$ cat config.mk
export PLATFORM = sky130hd
export DESIGN_NAME = multi_battery_soc_combiner_core
export DESIGN_NICKNAME = d
export VERILOG_FILES = /design/src/rtl/core/mbsoc_pkg.sv /design/src/rtl/core/multi_battery_soc_combiner_core.sv /design/src/rtl/core/mbsoc_table.sv /design/src/rtl/core/mbsoc_div.sv
export SDC_FILE = /design/constraint.sdc
export NUM_CORES = 1
export LEC_CHECK = 0
export ABC_AREA = 0
export ABC_CLOCK_PERIOD_IN_PS = 8109
export BUFFER_PORTS_ARGS = -buffer_cell sky130_fd_sc_hd__buf_2
export CORE_AREA = 4 4 242 185
export CTS_BUF_LIST = sky130_fd_sc_hd__clkbuf_8
export DETAILED_ROUTE_END_ITERATION = 8
export DIE_AREA = 0 0 246 189
export PLACE_DENSITY = 0.87
export SYNTH_ARGS = -nofsm -noshare
export SYNTH_HDL_FRONTEND = slang
export SYNTH_SLANG_ARGS = --single-unit
$ cat constraint.sdc
create_clock -name aclk -period 8.11 [get_ports aclk]
set_clock_uncertainty 0.15 [all_clocks]
set_input_delay 0.811 -clock aclk [delete_from_list [all_inputs] [get_ports aclk]]
set_output_delay 0.811 -clock aclk [all_outputs]
set_load 0.02 [all_outputs]
$ cat src/rtl/core/mbsoc_pkg.sv
// ----------------------------------------------------------------------------
// Multi-battery SoC combiner package
// Field widths, bus layout, register indexes, codes and shared helpers.
// ----------------------------------------------------------------------------
package mbsoc_pkg;

    localparam int SOC_W     = 7;
    localparam int SOC_IN_W  = 8;
    localparam int MV_W      = 16;
    localparam int TIME_W    = 32;
    localparam int DEV_W     = 3;
    localparam int MASK_W    = 8;
    localparam int MODE_W    = 3;
    localparam int LOCK_W    = 16;
    localparam int PHASE_W   = 2;
    localparam int CFG_W     = 16;
    localparam int CFG_IDX_W = 3;

    // average accumulator: up to nine entries of at most 100 each
    localparam int SUM_W = 10;
    localparam int CNT_W = 4;

    localparam int S_TDATA_W = 64;
    localparam int M_TDATA_W = 16;

    // s_tdata layout
    localparam int DEVICE_LSB = 0;
    localparam int SOC_IN_LSB = DEVICE_LSB + DEV_W;
    localparam int NOW_LSB    = SOC_IN_LSB + SOC_IN_W;
    localparam int FORCE_BIT  = NOW_LSB + TIME_W;
    localparam int MV_LSB     = FORCE_BIT + 1;
    localparam int S_USED_W   = MV_LSB + MV_W;

    // m_tdata layout
    localparam int SOC_OUT_LSB = 0;
    localparam int PHASE_LSB   = SOC_OUT_LSB + SOC_W;
    localparam int M_USED_W    = PHASE_LSB + PHASE_W;

    localparam logic [SOC_W-1:0] FULL_SOC = 7'd100;

    localparam logic ACT_REPORT  = 1'b0;
    localparam logic ACT_COMPUTE = 1'b1;

    localparam logic [MODE_W-1:0] MODE_PRIMARY = 3'd0;
    localparam logic [MODE_W-1:0] MODE_AVG     = 3'd1;
    localparam logic [MODE_W-1:0] MODE_MAX     = 3'd2;
    localparam logic [MODE_W-1:0] MODE_MIN     = 3'd3;
    localparam logic [MODE_W-1:0] MODE_FIRST   = 3'd4;

    localparam logic [PHASE_W-1:0] PHASE_WAIT     = 2'd0;
    localparam logic [PHASE_W-1:0] PHASE_OVERRIDE = 2'd1;
    localparam logic [PHASE_W-1:0] PHASE_LOCK     = 2'd2;
    localparam logic [PHASE_W-1:0] PHASE_STRAY    = 2'd3;

    localparam logic [CFG_IDX_W-1:0] REG_COMBINE_MODE  = 3'd0;
    localparam logic [CFG_IDX_W-1:0] REG_SELECT_MASK   = 3'd1;
    localparam logic [CFG_IDX_W-1:0] REG_PRIMARY_INDEX = 3'd2;
    localparam logic [CFG_IDX_W-1:0] REG_LOW_CELL_EN   = 3'd3;
    localparam logic [CFG_IDX_W-1:0] REG_START_MV      = 3'd4;
    localparam logic [CFG_IDX_W-1:0] REG_END_MV        = 3'd5;
    localparam logic [CFG_IDX_W-1:0] REG_OVERRIDE_SOC  = 3'd6;
    localparam logic [CFG_IDX_W-1:0] REG_LOCK_TICKS    = 3'd7;

    // one table lookup
    typedef struct packed {
        logic             fresh;
        logic [SOC_W-1:0] soc;
    } entry_rd_t;

    typedef struct packed {
        logic             start;
        logic [SUM_W-1:0] dividend;
        logic [CNT_W-1:0] divisor;
    } div_req_t;

    typedef struct packed {
        logic             done;
        logic [SUM_W-1:0] quotient;
    } div_rsp_t;

    // clamp a charge percentage to 100
    function automatic logic [SOC_W-1:0] clamp_soc(input logic [SOC_IN_W-1:0] v);
        if (v > {1'b0, FULL_SOC}) begin
            return FULL_SOC;
        end
        return v[SOC_W-1:0];
    endfunction

endpackage

$ cat src/rtl/core/multi_battery_soc_combiner_core.sv
// ----------------------------------------------------------------------------
// Multi-battery state-of-charge combiner core
// Tracks per-battery charge reports and produces one combined charge value,
// with a low-cell-voltage override, for every compute transaction.
// ----------------------------------------------------------------------------
// A report transaction (s_tuser = 0) stores the battery's charge, clamped to
// 100, with its timestamp, and produces nothing. A compute transaction
// (s_tuser = 1) produces exactly one output transaction. The core handles
// one transaction at a time: s_tready is high only while the sequencer is
// idle. A compute walks the battery table through one freshness comparator
// (a 32-bit wrap-around age check), one entry per cycle: the primary battery
// first, then all eight table slots when a combine mode with a non-zero mask
// is set. Averaging then runs a restoring divide when any battery counted.
// With the low-cell update and the output load, a compute holds s_tready low
// until its result is loaded onto m_tvalid, which waits while the output
// register still holds an untaken result. The output register lets the last
// result wait while the next transaction is accepted. Configuration must be
// written through cfg_wr_en/cfg_index/cfg_wdata only while the core is
// idle; the core itself does not enforce this.
// ----------------------------------------------------------------------------
module multi_battery_soc_combiner_core #(
    parameter int NUM_DEVICES = 8,
    parameter int TIMEOUT_MS  = 5000
) (
    input  logic                                 aclk,
    input  logic                                 aresetn,

    // configuration write port
    input  logic                                 cfg_wr_en,
    input  logic [mbsoc_pkg::CFG_IDX_W-1:0]      cfg_index,
    input  logic [mbsoc_pkg::CFG_W-1:0]          cfg_wdata,

    // input stream
    input  logic                                 s_tvalid,
    output logic                                 s_tready,
    // tdata: device[2:0], soc_in[10:3], now_ms[42:11], force_full[43],
    //        min_cell_mv[59:44], zero fill[63:60]
    input  logic [mbsoc_pkg::S_TDATA_W-1:0]      s_tdata,
    // tuser: action (0 report, 1 compute)
    input  logic                                 s_tuser,

    // result stream
    output logic                                 m_tvalid,
    input  logic                                 m_tready,
    // tdata: soc_out[6:0], low_cell_phase[8:7], zero fill[15:9]
    output logic [mbsoc_pkg::M_TDATA_W-1:0]      m_tdata
);

    typedef enum logic [6:0] {
        ST_IDLE      = 7'b0000001,
        ST_PRIM      = 7'b0000010,
        ST_SCAN      = 7'b0000100,
        ST_DIV_START = 7'b0001000,
        ST_DIV_WAIT  = 7'b0010000,
        ST_LOW       = 7'b0100000,
        ST_OUT       = 7'b1000000
    } state_t;

    // ------------------------------------------------------------------
    // Configuration registers
    // ------------------------------------------------------------------
    logic [mbsoc_pkg::MODE_W-1:0]  combine_mode_reg;
    logic [mbsoc_pkg::MASK_W-1:0]  select_mask_reg;
    logic [mbsoc_pkg::DEV_W-1:0]   primary_index_reg;
    logic                          low_cell_enable_reg;
    logic [mbsoc_pkg::MV_W-1:0]    start_mv_reg;
    logic [mbsoc_pkg::MV_W-1:0]    end_mv_reg;
    logic [mbsoc_pkg::SOC_W-1:0]   override_soc_reg;
    logic [mbsoc_pkg::LOCK_W-1:0]  lock_ticks_reg;

    always_ff @(posedge aclk) begin
        if (!aresetn) begin
            combine_mode_reg    <= '0;
            select_mask_reg     <= '0;
            primary_index_reg   <= '0;
            low_cell_enable_reg <= 1'b0;
            start_mv_reg        <= '0;
            end_mv_reg          <= '0;
            override_soc_reg    <= '0;
            lock_ticks_reg      <= '0;
        end else if (cfg_wr_en) begin
            unique case (cfg_index)
                mbsoc_pkg::REG_COMBINE_MODE:
                    combine_mode_reg <= cfg_wdata[mbsoc_pkg::MODE_W-1:0];
                mbsoc_pkg::REG_SELECT_MASK:
                    select_mask_reg <= cfg_wdata[mbsoc_pkg::MASK_W-1:0];
                mbsoc_pkg::REG_PRIMARY_INDEX:
                    primary_index_reg <= cfg_wdata[mbsoc_pkg::DEV_W-1:0];
                mbsoc_pkg::REG_LOW_CELL_EN:
                    low_cell_enable_reg <= cfg_wdata[0];
                mbsoc_pkg::REG_START_MV:
                    start_mv_reg <= cfg_wdata[mbsoc_pkg::MV_W-1:0];
                mbsoc_pkg::REG_END_MV:
                    end_mv_reg <= cfg_wdata[mbsoc_pkg::MV_W-1:0];
                mbsoc_pkg::REG_OVERRIDE_SOC:
                    override_soc_reg <= cfg_wdata[mbsoc_pkg::SOC_W-1:0];
                mbsoc_pkg::REG_LOCK_TICKS:
                    lock_ticks_reg <= cfg_wdata[mbsoc_pkg::LOCK_W-1:0];
                default: ;
            endcase
        end
    end

    // ------------------------------------------------------------------
    // Sequencer state and working registers
    // ------------------------------------------------------------------
    state_t state_reg, state_next;

    logic [mbsoc_pkg::TIME_W-1:0]  now_reg, now_next;
    logic                          force_reg, force_next;
    logic [mbsoc_pkg::MV_W-1:0]    mv_reg, mv_next;
    logic [mbsoc_pkg::SOC_W-1:0]   res_reg, res_next;
    logic [mbsoc_pkg::SUM_W-1:0]   sum_reg, sum_next;
    logic [mbsoc_pkg::CNT_W-1:0]   count_reg, count_next;
    logic                          first_done_reg, first_done_next;
    logic [mbsoc_pkg::DEV_W-1:0]   scan_idx_reg, scan_idx_next;

    logic [mbsoc_pkg::PHASE_W-1:0] phase_reg, phase_next;
    logic [mbsoc_pkg::LOCK_W-1:0]  lock_count_reg, lock_count_next;

    logic                          m_tvalid_reg, m_tvalid_next;
    logic [mbsoc_pkg::SOC_W-1:0]   out_soc_reg, out_soc_next;
    logic [mbsoc_pkg::PHASE_W-1:0] out_phase_reg, out_phase_next;

    // ------------------------------------------------------------------
    // Shared table lookup and divider
    // ------------------------------------------------------------------
    logic                          s_accept;
    logic                          report_wr;
    logic [mbsoc_pkg::DEV_W-1:0]   rd_dev;
    mbsoc_pkg::entry_rd_t          entry;
    mbsoc_pkg::div_req_t           div_req;
    mbsoc_pkg::div_rsp_t           div_rsp;

    assign s_tready  = (state_reg == ST_IDLE);
    assign s_accept  = s_tvalid && s_tready;
    assign report_wr = s_accept && (s_tuser == mbsoc_pkg::ACT_REPORT);

    // point the single lookup at the primary first, then walk the mask
    assign rd_dev = (state_reg == ST_PRIM) ? primary_index_reg : scan_idx_reg;

    mbsoc_table #(
        .NUM_DEVICES (NUM_DEVICES),
        .TIMEOUT_MS  (TIMEOUT_MS)
    ) u_table (
        .aclk     (aclk),
        .aresetn  (aresetn),
        .wr_en    (report_wr),
        .wr_dev   (s_tdata[mbsoc_pkg::DEVICE_LSB +: mbsoc_pkg::DEV_W]),
        .wr_soc   (s_tdata[mbsoc_pkg::SOC_IN_LSB +: mbsoc_pkg::SOC_IN_W]),
        .wr_stamp (s_tdata[mbsoc_pkg::NOW_LSB +: mbsoc_pkg::TIME_W]),
        .rd_dev   (rd_dev),
        .now_ms   (now_reg),
        .rd       (entry)
    );

    assign div_req.start    = (state_reg == ST_DIV_START);
    assign div_req.dividend = sum_reg;
    assign div_req.divisor  = count_reg;

    mbsoc_div u_div (
        .aclk    (aclk),
        .aresetn (aresetn),
        .req     (div_req),
        .rsp     (div_rsp)
    );

    // ------------------------------------------------------------------
    // Combine and low-cell logic
    // ------------------------------------------------------------------
    logic                          scan_active;
    logic                          sel_bit;
    logic                          out_free;
    logic [mbsoc_pkg::MV_W-1:0]    end_mv;

    // scan only for modes that look past the primary
    assign scan_active = (select_mask_reg != '0) &&
                         ((combine_mode_reg == mbsoc_pkg::MODE_AVG) ||
                          (combine_mode_reg == mbsoc_pkg::MODE_MAX) ||
                          (combine_mode_reg == mbsoc_pkg::MODE_MIN) ||
                          (combine_mode_reg == mbsoc_pkg::MODE_FIRST));
    assign sel_bit  = select_mask_reg[scan_idx_reg];
    assign out_free = !m_tvalid_reg || m_tready;
    // zero end threshold falls back to the start threshold
    assign end_mv   = (end_mv_reg != '0) ? end_mv_reg : start_mv_reg;

    always_comb begin
        state_next      = state_reg;
        now_next        = now_reg;
        force_next      = force_reg;
        mv_next         = mv_reg;
        res_next        = res_reg;
        sum_next        = sum_reg;
        count_next      = count_reg;
        first_done_next = first_done_reg;
        scan_idx_next   = scan_idx_reg;
        phase_next      = phase_reg;
        lock_count_next = lock_count_reg;
        m_tvalid_next   = m_tvalid_reg;
        out_soc_next    = out_soc_reg;
        out_phase_next  = out_phase_reg;

        // drain the output register whenever the sink takes it
        if (m_tvalid_reg && m_tready) begin
            m_tvalid_next = 1'b0;
        end

        unique case (state_reg)
            ST_IDLE: begin
                // reports are written into the table straight from the bus
                if (s_accept && (s_tuser == mbsoc_pkg::ACT_COMPUTE)) begin
                    now_next   = s_tdata[mbsoc_pkg::NOW_LSB +: mbsoc_pkg::TIME_W];
                    force_next = s_tdata[mbsoc_pkg::FORCE_BIT];
                    mv_next    = s_tdata[mbsoc_pkg::MV_LSB +: mbsoc_pkg::MV_W];
                    state_next = ST_PRIM;
                end
            end

            ST_PRIM: begin
                // seed from the primary, zero when it is stale
                if (entry.fresh) begin
                    res_next   = entry.soc;
                    sum_next   = mbsoc_pkg::SUM_W'(entry.soc);
                    count_next = mbsoc_pkg::CNT_W'(1);
                end else begin
                    res_next   = '0;
                    sum_next   = '0;
                    count_next = '0;
                end
                first_done_next = 1'b0;
                scan_idx_next   = '0;
                state_next      = scan_active ? ST_SCAN : ST_LOW;
            end

            ST_SCAN: begin
                case (combine_mode_reg)
                    mbsoc_pkg::MODE_AVG: begin
                        if (sel_bit && entry.fresh) begin
                            sum_next   = sum_reg + mbsoc_pkg::SUM_W'(entry.soc);
                            count_next = count_reg + 1'b1;
                        end
                    end
                    mbsoc_pkg::MODE_MAX: begin
                        if (sel_bit && entry.fresh && (entry.soc > res_reg)) begin
                            res_next = entry.soc;
                        end
                    end
                    mbsoc_pkg::MODE_MIN: begin
                        if (sel_bit && entry.fresh && (entry.soc < res_reg)) begin
                            res_next = entry.soc;
                        end
                    end
                    mbsoc_pkg::MODE_FIRST: begin
                        // only the lowest selected device counts, fresh or not
                        if (sel_bit && !first_done_reg) begin
                            first_done_next = 1'b1;
                            if (entry.fresh) begin
                                res_next = entry.soc;
                            end
                        end
                    end
                    default: ;
                endcase
                scan_idx_next = scan_idx_reg + 1'b1;
                if (scan_idx_reg == '1) begin
                    if ((combine_mode_reg == mbsoc_pkg::MODE_AVG) &&
                        (count_next != '0)) begin
                        state_next = ST_DIV_START;
                    end else begin
                        state_next = ST_LOW;
                    end
                end
            end

            ST_DIV_START: begin
                state_next = ST_DIV_WAIT;
            end

            ST_DIV_WAIT: begin
                if (div_rsp.done) begin
                    res_next   = div_rsp.quotient[mbsoc_pkg::SOC_W-1:0];
                    state_next = ST_LOW;
                end
            end

            ST_LOW: begin
                if (force_reg) begin
                    // forced full: leave the override machine alone
                    res_next = mbsoc_pkg::FULL_SOC;
                end else if (!low_cell_enable_reg) begin
                    phase_next = mbsoc_pkg::PHASE_WAIT;
                end else begin
                    case (phase_reg)
                        mbsoc_pkg::PHASE_WAIT: begin
                            if (mv_reg <= start_mv_reg) begin
                                phase_next = mbsoc_pkg::PHASE_OVERRIDE;
                            end
                        end
                        mbsoc_pkg::PHASE_OVERRIDE: begin
                            if (mv_reg > end_mv) begin
                                lock_count_next = lock_ticks_reg;
                                phase_next      = mbsoc_pkg::PHASE_LOCK;
                            end
                            res_next = mbsoc_pkg::clamp_soc({1'b0, override_soc_reg});
                        end
                        mbsoc_pkg::PHASE_LOCK: begin
                            if (lock_count_reg == '0) begin
                                phase_next = mbsoc_pkg::PHASE_WAIT;
                            end else begin
                                lock_count_next = lock_count_reg - 1'b1;
                            end
                        end
                        default: ;
                    endcase
                end
                state_next = ST_OUT;
            end

            ST_OUT: begin
                // hold until the output register is free
                if (out_free) begin
                    m_tvalid_next  = 1'b1;
                    out_soc_next   = res_reg;
                    out_phase_next = phase_reg;
                    state_next     = ST_IDLE;
                end
            end

            default: begin
                state_next = ST_IDLE;
            end
        endcase
    end

    always_ff @(posedge aclk) begin
        if (!aresetn) begin
            state_reg      <= ST_IDLE;
            phase_reg      <= mbsoc_pkg::PHASE_WAIT;
            lock_count_reg <= '0;
            m_tvalid_reg   <= 1'b0;
        end else begin
            state_reg      <= state_next;
            phase_reg      <= phase_next;
            lock_count_reg <= lock_count_next;
            m_tvalid_reg   <= m_tvalid_next;
        end
    end

    always_ff @(posedge aclk) begin
        now_reg        <= now_next;
        force_reg      <= force_next;
        mv_reg         <= mv_next;
        res_reg        <= res_next;
        sum_reg        <= sum_next;
        count_reg      <= count_next;
        first_done_reg <= first_done_next;
        scan_idx_reg   <= scan_idx_next;
        out_soc_reg    <= out_soc_next;
        out_phase_reg  <= out_phase_next;
    end

    assign m_tvalid = m_tvalid_reg;
    assign m_tdata  = {{(mbsoc_pkg::M_TDATA_W - mbsoc_pkg::M_USED_W){1'b0}},
                       out_phase_reg, out_soc_reg};

    // ------------------------------------------------------------------
    // Assertions
    // ------------------------------------------------------------------
    a_phase_reachable: assert property (@(posedge aclk) disable iff (!aresetn)
        phase_reg != mbsoc_pkg::PHASE_STRAY)
        else $error("low-cell phase reached the unused code");

    a_soc_in_range: assert property (@(posedge aclk) disable iff (!aresetn)
        m_tvalid |-> (m_tdata[mbsoc_pkg::SOC_W-1:0] <= mbsoc_pkg::FULL_SOC))
        else $error("output charge above 100 percent");

    a_prim_after_compute: assert property (@(posedge aclk) disable iff (!aresetn)
        (state_reg == ST_PRIM) |->
            $past(s_accept && (s_tuser == mbsoc_pkg::ACT_COMPUTE)))
        else $error("table walk started without a compute transaction");

    a_lock_only_in_low: assert property (@(posedge aclk) disable iff (!aresetn)
        (state_reg != ST_LOW) |=> $stable(lock_count_reg))
        else $error("lockout counter moved outside the low-cell update");

    a_div_done_in_wait: assert property (@(posedge aclk) disable iff (!aresetn)
        div_rsp.done |-> (state_reg == ST_DIV_WAIT))
        else $error("divider finished while the sequencer was not waiting");

endmodule

$ cat src/rtl/core/mbsoc_table.sv
// ----------------------------------------------------------------------------
// Battery entry table
// Per-device charge and timestamp store with valid bits and a freshness check.
// ----------------------------------------------------------------------------
module mbsoc_table #(
    parameter int NUM_DEVICES = 8,
    parameter int TIMEOUT_MS  = 5000
) (
    input  logic                          aclk,
    input  logic                          aresetn,
    input  logic                          wr_en,
    input  logic [mbsoc_pkg::DEV_W-1:0]    wr_dev,
    input  logic [mbsoc_pkg::SOC_IN_W-1:0] wr_soc,
    input  logic [mbsoc_pkg::TIME_W-1:0]   wr_stamp,
    input  logic [mbsoc_pkg::DEV_W-1:0]    rd_dev,
    input  logic [mbsoc_pkg::TIME_W-1:0]   now_ms,
    output mbsoc_pkg::entry_rd_t           rd
);

    localparam int AW = (NUM_DEVICES > 1) ? $clog2(NUM_DEVICES) : 1;

    logic [mbsoc_pkg::SOC_W-1:0]  soc_table_reg   [NUM_DEVICES];
    logic [mbsoc_pkg::TIME_W-1:0] stamp_table_reg [NUM_DEVICES];
    logic [NUM_DEVICES-1:0]       valid_reg;

    logic [AW+mbsoc_pkg::DEV_W-1:0] wr_wide;
    logic [AW+mbsoc_pkg::DEV_W-1:0] rd_wide;
    logic [AW-1:0]                  wr_addr;
    logic [AW-1:0]                  rd_addr;
    logic                           wr_in_range;
    logic                           rd_in_range;
    logic [mbsoc_pkg::TIME_W-1:0]   age;

    assign wr_wide     = {{AW{1'b0}}, wr_dev};
    assign rd_wide     = {{AW{1'b0}}, rd_dev};
    assign wr_addr     = wr_wide[AW-1:0];
    assign rd_addr     = rd_wide[AW-1:0];
    assign wr_in_range = {29'd0, wr_dev} < NUM_DEVICES;
    assign rd_in_range = {29'd0, rd_dev} < NUM_DEVICES;

    always_ff @(posedge aclk) begin
        if (!aresetn) begin
            valid_reg <= '0;
        end else if (wr_en && wr_in_range) begin
            valid_reg[wr_addr] <= 1'b1;
        end
    end

    always_ff @(posedge aclk) begin
        if (wr_en && wr_in_range) begin
            soc_table_reg[wr_addr]   <= mbsoc_pkg::clamp_soc(wr_soc);
            stamp_table_reg[wr_addr] <= wr_stamp;
        end
    end

    // age wraps modulo 2^32
    always_comb begin
        age      = '0;
        rd.soc   = '0;
        rd.fresh = 1'b0;
        if (rd_in_range) begin
            age      = now_ms - stamp_table_reg[rd_addr];
            rd.soc   = soc_table_reg[rd_addr];
            rd.fresh = valid_reg[rd_addr] &&
                       (age < mbsoc_pkg::TIME_W'(TIMEOUT_MS));
        end
    end

endmodule

$ cat src/rtl/core/mbsoc_div.sv
// ----------------------------------------------------------------------------
// Average divider
// Restoring divider, one quotient bit per cycle.
// ----------------------------------------------------------------------------
module mbsoc_div (
    input  logic                aclk,
    input  logic                aresetn,
    input  mbsoc_pkg::div_req_t req,
    output mbsoc_pkg::div_rsp_t rsp
);

    localparam int STEP_W = $clog2(mbsoc_pkg::SUM_W + 1);

    logic [mbsoc_pkg::CNT_W-1:0] rem_reg, rem_next;
    logic [mbsoc_pkg::SUM_W-1:0] quo_reg, quo_next;
    logic [mbsoc_pkg::CNT_W-1:0] dvs_reg, dvs_next;
    logic [STEP_W-1:0]           step_reg, step_next;
    logic                        busy_reg, busy_next;
    logic                        done_reg, done_next;

    logic [mbsoc_pkg::CNT_W:0] rem_shift;
    logic [mbsoc_pkg::CNT_W:0] rem_diff;
    logic                      fits;

    assign rem_shift = {rem_reg, quo_reg[mbsoc_pkg::SUM_W-1]};
    assign rem_diff  = rem_shift - {1'b0, dvs_reg};
    assign fits      = rem_shift >= {1'b0, dvs_reg};

    always_comb begin
        rem_next  = rem_reg;
        quo_next  = quo_reg;
        dvs_next  = dvs_reg;
        step_next = step_reg;
        busy_next = busy_reg;
        done_next = 1'b0;
        if (req.start) begin
            rem_next  = '0;
            quo_next  = req.dividend;
            dvs_next  = req.divisor;
            step_next = STEP_W'(mbsoc_pkg::SUM_W);
            busy_next = 1'b1;
        end else if (busy_reg) begin
            rem_next  = fits ? rem_diff[mbsoc_pkg::CNT_W-1:0]
                             : rem_shift[mbsoc_pkg::CNT_W-1:0];
            quo_next  = {quo_reg[mbsoc_pkg::SUM_W-2:0], fits};
            step_next = step_reg - 1'b1;
            if (step_reg == STEP_W'(1)) begin
                busy_next = 1'b0;
                done_next = 1'b1;
            end
        end
    end

    always_ff @(posedge aclk) begin
        if (!aresetn) begin
            busy_reg <= 1'b0;
            done_reg <= 1'b0;
            step_reg <= '0;
        end else begin
            busy_reg <= busy_next;
            done_reg <= done_next;
            step_reg <= step_next;
        end
    end

    always_ff @(posedge aclk) begin
        rem_reg <= rem_next;
        quo_reg <= quo_next;
        dvs_reg <= dvs_next;
    end

    assign rsp.done     = done_reg;
    assign rsp.quotient = quo_reg;

endmodule

==> results of run 1 <==
==> cells in the mapped netlist (12+ instances only) <==
library cell	instances	area, sq um
a21boi_0	60	450
a21o_1	33	248
a21oi_1	85	425
a311oi_1	37	324
a31oi_1	46	288
and2_1	16	100
and3_1	40	250
clkbuf_1	103	387
dfxtp_1	114	2280
edfxtp_1	409	12300
ha_1	90	1130
inv_1	66	248
mux2i_1	36	360
nand2_1	498	1870
nand2b_1	17	106
nand3_1	119	596
nand4_1	21	131
nor2_1	79	297
nor2b_1	37	231
nor3_1	25	125
nor4_1	19	119
o21a_1	36	270
o21ai_0	52	260
o21ai_1	15	75.1
or2_2	12	75.1
or3_1	12	75.1
xnor2_1	18	158
xor2_1	12	105
==> area by class of cell <==
cell class                      count  area [sq um]
Timing Repair Buffer              127           728
Clock buffer                       87          1200
Clock inverter                     57           275
Fill cell                        3121         15100
Tap cell                          578           723
Antenna cell                        1          2.50
Sequential cell                   523         14600
Multi-Input combinational cell   1589          9850
Inverter                           66           248
==> critical path: stages (launching register included) <==
cell       delay, ps
dfxtp_1          360
or4b_4           620
o21ai_1          330
and2_4           780
nand2_1           90
and3_1           210
a311oi_1         330
a31oi_1          130
ha_1             540
nand4_1          250
nor4_1           480
o21ai_0          160
a31o_2           280
a2111oi_2        430
nor2_1           110
xnor2_1          190
nor4_1           450
nand3_1          320
o2bb2ai_1        210
a21oi_1          610
==> routing by layer <==
layer | wire length, microns | share of wire (%) | global-route usage, %
met2 | 27000 | 45 | 39.5
met1 | 26700 | 44 | 36.9
met4 | 1580 | 2.6 | 8.96
met3 | 5080 | 8.4 | 5.41
met5 | 0 | 0 | 0
==> logic make-up after synthesis <==
group | after synthesis
buf+inv | 194
flops | 523
mux | 48
simple gates | 944
compound gates | 468
fa+ha+maj | 92
xor+xnor | 30
other cells | 1
==> power breakdown <==
part / switching (mW) / leakage (nW) / internal (mW) / total [mW]
logic: 0.250 / 4.71 / 0.138 / 0.388
clock network: 1.04 / 0.851 / 1.00 / 2.04
registers: 0.0211 / 4.59 / 2.93 / 2.95
==> worst max-delay path by stage <==
stage                                  end  slack [ps]  cells past startpoint
2_1_floorplan  u_table.soc_table_reg[6][0]        1450                      5
3_3_place_gp                    res_reg[4]         960                     20
3_5_place_dp                    res_reg[5]         810                     19
4_1_cts                         res_reg[1]         770                     19
5_1_grt                         res_reg[5]         220                     20
6_report                        res_reg[2]         660                     19
==> results by group, run 1 <==
Run status
  • Status: complete, no violations

Synthesis
  • Main synth FF type: edfxtp_1
  • Post-synthesis compound-gate area fraction: between 10% and 20%
  • Post-synth design cell area: between 20000 and 30000 sq um
  • Largest family of logic cells by synthesized area: simple AND/OR/NAND/NOR gates
  • XOR/XNOR share of the synthesized area: 1.05%
  • YS warnings: 0
  • Syn Inst Count: 2300
  • Yosys reg bits: around 520
  • Mean post-synth cell area: roughly 11 sq um
  • EDFF count, synth: ~410
  • Post-synthesis sequential area ratio: about three fifths
  • Mux share of post-synthesis cell area: approximately 2.1%
  • Async S/R FF share, synth: 0%
  • Area share of fa/ha/maj cells after synthesis: 4.65%
  • Simple-gate share of the synthesized area: 17.6%
  • Library cells used by synthesis: between 90 and 100

Routing
  • Routed len/inst: about 20 microns
  • Iteration-0 DRC Markers: ~2200
  • DR vias/cell: approximately 6.2
  • Routed via count: 18600
  • First-pass DRT Iterations: 5
  • Drt drc: 0
  • Remaining antenna violation count: 0
  • Drt total wl: slightly above 60 mm

Critical path
  • Crit path launch type: flop
  • WP data required: 8270 ps
  • Crit Path Category: reg2reg
  • Worst-path maximum fanout: 70
  • Reg-to-reg critical path startpoint: state_reg[0]
  • Critical path origin: state_reg[0]
  • CP endpoint kind: flop
  • R2R depth: 19
  • CP arrival: about 7600 ps
  • R2r setup slk: approximately 660 ps
  • FF-to-FF End: res_reg[2]

STA
  • Slew HR: ~18%
  • Max Slew Vio Count: 0
  • F_max: roughly 130 MHz
  • RSZ-0062 raised after global routing: false
  • Final period util: roughly 92%
  • Setup violators final: 0
  • Hold Slack: roughly 170 ps
  • Final setup margin: 663 ps
  • Setup_tns: 0 ps
  • Worst slew pin tran: 1230 ps
  • Final worst path period need: approximately 7400 ps
  • Final hold viol count: 0

Global routing
  • Initial antenna violation count: 1
  • Number of global-route vias before repair: 18200
  • First-pass GRT wire length: approximately 96 mm
  • GRT Overall Usage: between 20 and 30%
  • Grt ovf: 0
  • Largest net degree at the start of global routing: around 110

Placement
  • Port buffer count: 95
  • DP Worst Slack: 811 ps
  • Placed cell count: a little under 3000
  • Gp weighted congestion: between 0.9 and 1
  • DP Area: ~26000 sq um
  • HPWL after DPL: roughly 38 mm

Clock network
  • Clock Latency Late Sink: between 600 and 700 ps
  • Post-CTS setup buffers: 0
  • Hold_buf cts: 0
  • Num CTS Buffers: ~80
  • Cts repair resizes: 0
  • Htree depth: 3
  • CTS clk-pin slew, worst paths: roughly 60 ps
  • Deepest clock path buffer count: 3
  • Root buf cell: clkbuf_8
  • Clk sink count: 523
  • CTS tree: built

Cells and area
  • Final Cell Area: around 28000 sq um
  • Layout Nets: ~2600
  • Largest register FFs: roughly 260
  • Area grow syn2layout: 9.93%
  • Most frequent cells in the layout: nand2_1 (497), edfxtp_1 (409), nand3_1 (119)
  • Fin util: between 60% and 70%
  • Layout cell share with drive strength beyond 1: between 10% and 20%
  • Commonest non-fill, non-tap cell in the layout: nand2_1
  • Final Instance Count excl. Fillers: 3028

Hold path
  • Hold Startpoint: s_tdata[46]
  • Hold Path Class: in2reg
  • Hold endpoint: mv_reg[2]
  • Worst Hold Depth: 1

Power
  • Pwr per Cell Area: approximately 190 nW/um^2
  • LEAKAGE: 10.2 nW
  • Total power: ~5.4 mW
  • Worst IR Drop VDD: between 0.15 and 0.2 mV

Floorplan
  • Die height: 189 microns
  • Core Footprint: approximately 43000 sq um
  • Top Ports: ~110
  • Initial core utilization: about three fifths
  • Die Footprint: about 46000 sq um
  • Die Width: 246 microns
  • Rows: between 60 and 70

Job
  • Max-cap violations: 0
Power figures use the tool's default switching activity.
==> run 2, diff against run 1 <==
- CORE_AREA: 4 4 242 185 -> 2 2 240 183
- DIE_AREA: 0 0 246 189 -> 0 0 242 185
- PLACE_DENSITY: 0.87 -> not set
- PLACE_DENSITY_LB_ADDON: not set -> 0.3
- SKIP_LAST_GASP: not set -> 1
==> run 2 against run 1 <==
Power increased by 2.0%. Critical path type unchanged. Sequential power about the same. Final area increased by 0.77%. Critical endpoint is now res_reg[0].
==> results by group, run 2 (synthesis results as in run 1) <==
Run status
  • Status: complete, no violations (unchanged)

Placement
  • DP Worst Slack: 933 ps (was 811 ps)
  • HPWL after DPL: 39.8 mm (was 38.3 mm)
  • Gp weighted congestion: 0.927 (was 0.951)
  • Port buffer count: 95 (unchanged)

Clock network
  • Num CTS Buffers: 82 (was 81)
  • Clock Latency Late Sink: 670 ps (was 680 ps)
  • Post-CTS setup buffers: 0 (unchanged)
  • Deepest clock path buffer count: 3 (unchanged)
  • Root buf cell: clkbuf_8 (unchanged)
  • CTS tree: built (unchanged)
  • CTS clk-pin slew, worst paths: 60 ps (about the same)
  • Htree depth: 3 (unchanged)
  • Clk sink count: 523 (unchanged)
  • Cts repair resizes: 0 (unchanged)
  • Hold_buf cts: 0 (unchanged)

STA
  • Worst slew pin tran: 1280 ps (was 1230 ps)
  • Setup violators final: 0 (unchanged)
  • F_max: 137 MHz (was 134 MHz)
  • Final hold viol count: 0 (unchanged)
  • Slew HR: 14.7% (was 17.5%)
  • Final period util: 90.3% (was 91.8%)
  • Final worst path period need: 7320 ps (was 7450 ps)
  • Max Slew Vio Count: 0 (unchanged)
  • RSZ-0062 raised after global routing: false (unchanged)
  • Setup_tns: 0 ps (unchanged)
  • Final setup margin: 786 ps (was 663 ps)

Power
  • Pwr per Cell Area: 197 nW/um^2 (was 195 nW/um^2)
  • Worst IR Drop VDD: 0.136 mV (was 0.161 mV)
  • Total power: 5.49 mW (was 5.38 mW)
  • LEAKAGE: 10.3 nW (was 10.2 nW)

Global routing
  • Grt ovf: 0 (unchanged)
  • Largest net degree at the start of global routing: 108 (unchanged)
  • First-pass GRT wire length: 97.5 mm (was 96.2 mm)
  • Number of global-route vias before repair: 17900 (was 18200)
  • GRT Overall Usage: 27.8% (was 25.8%)
  • Initial antenna violation count: 5 (was 1)

Routing
  • Drt total wl: 61.6 mm (was 60.4 mm)
  • Routed via count: 18400 (was 18600)
  • Iteration-0 DRC Markers: 1711 (was 2237)
  • DR vias/cell: 6.03 (was 6.15)
  • Routed len/inst: 20.2 microns (was 19.9 microns)
  • Drt drc: 0 (unchanged)
  • First-pass DRT Iterations: 5 (unchanged)
  • Remaining antenna violation count: 0 (unchanged)

Cells and area
  • Most frequent cells in the layout: nand2_1 (497), edfxtp_1 (409), nand3_1 (119) (unchanged)
  • Fillers: 3255 (was 3121)
  • Commonest non-fill, non-tap cell in the layout: nand2_1 (unchanged)
  • Layout cell share with drive strength beyond 1: 13.6% (was 12.8%)
  • Largest register FFs: 256 (unchanged)
  • Multi-input gate area: 9850 sq um (unchanged)
  • Layout Nets: 2582 (was 2569)
  • Area grow syn2layout: 10.8% (was 9.93%)
  • Storage element area: 14600 sq um (unchanged)

Floorplan
  • Top Ports: 107 (unchanged)
  • Core Footprint: 42600 sq um (was 42700 sq um)
  • Initial core utilization: 58.9% (was 58.8%)
  • Die height: 185 microns (was 189 microns)
  • Rows: 66 (unchanged)
  • Die Width: 242 microns (was 246 microns)
  • Die Footprint: 44800 sq um (was 46500 sq um)

Hold path
  • Hold Path Class: in2reg (unchanged)
  • Hold Startpoint: s_tdata[43] (was s_tdata[46])

Critical path
  • Crit path buf inv count: 2 (was 0)
  • CP max-delay cell: and2_4 (unchanged)
  • Crit Path Category: reg2reg (unchanged)
  • FF-to-FF End: res_reg[0] (was res_reg[2])
  • Worst-path maximum fanout: 68 (was 70)
  • CP arrival: 7550 ps (was 7600 ps)
  • R2r setup slk: 790 ps (was 660 ps)
  • R2R depth: 21 (was 19)
  • Crit-path cells: or4b_4 -> o21ai_1 -> and2_4 -> buf_4 -> nand2_1 -> and3_1 -> a311oi_1 -> a31oi_1 -> ha_1 -> a21oi_1 -> o21ai_0 -> a32oi_1 -> and2_1 -> o221ai_1 -> or4_1 -> nand4b_1 -> nor4_1 -> nand3_1 -> o2bb2ai_1 -> a21oi_1 -> buf_4 (was or4b_4 -> o21ai_1 -> and2_4 -> nand2_1 -> and3_1 -> a311oi_1 -> a31oi_1 -> ha_1 -> nand4_1 -> nor4_1 -> o21ai_0 -> a31o_2 -> a2111oi_2 -> nor2_1 -> xnor2_1 -> nor4_1 -> nand3_1 -> o2bb2ai_1 -> a21oi_1)
  • Cell family with most CP delay: simple AND/OR/NAND/NOR gates (unchanged)
  • CP Depth: 21 (was 19)
  • Crit path to: res_reg[0] (was res_reg[2])
  • Critical path origin: state_reg[0] (unchanged)
  • CP endpoint kind: flop (unchanged)
  • Max stage delay on crit path: 790 ps (was 780 ps)
  • WP data required: 8340 ps (was 8270 ps)
  • Reg-to-reg critical path startpoint: state_reg[0] (unchanged)
  • Crit path launch type: flop (unchanged)

Job
  • Max-cap violations: 0 (unchanged)
-- run 2: cell count changes in the layout (fill, tap and decap cells not counted), sizes merged --
cell | before | now
clkbuf | 87 | 90
diode | 1 | 5
inv | 93 | 101
clkinv | 29 | 22
buf | 127 | 139
clkinvlp | 1 | 5
bufinv | 0 | 2
-- run 2: layer usage --
metal / vias to the layer above / wire length, microns / track usage, %
met5: - / 13 / 0
met4: 2 / 1630 / 10.4
met3: 127 / 4810 / 5.75
met2: 701 / 27300 / 42.4
met1: 8933 / 27900 / 39.7
li1: 8645 / - / -
-- run 2: how the worst min path moves through the flow --
stage / end / slack (ps) / cells after the start
final: force_reg / 170 / 1
after detailed placement: out_soc_reg[4] / 290 / 0
after global routing: mv_reg[9] / 120 / 1
after global placement: out_soc_reg[2] / 300 / 0
after floorplan: out_soc_reg[1] / 280 / 0
after CTS: mv_reg[9] / 120 / 1
-- run 2: report_power, final --
group | switching, mW | internal, mW | leakage, nW
clock network | 1.05 | 1.10 | 0.930
registers | 0.0200 | 2.93 | 4.59
logic | 0.256 | 0.140 | 4.77
-- run 2: through the flow --
stage	cells	hold WS [ps]	util, %	cell area (sq um)
2_1_floorplan	2306	276	-	25100
3_3_place_gp	2895	296	61.5	26200
3_5_place_dp	2895	289	61.5	26200
4_1_cts	3049	124	65.2	27800
5_1_grt	3053	124	65.2	27800
6_report	3054	170	65.2	27800
-- run 2: cell type report --
type	instances	share of cell area (%)
antenna	5	0.0450
clock buffer	90	4.46
clock inverter	64	1.24
inverter	66	0.891
multi-input combinational	1589	35.4
sequential	523	52.4
tap	578	2.60
timing repair buffer	139	2.94
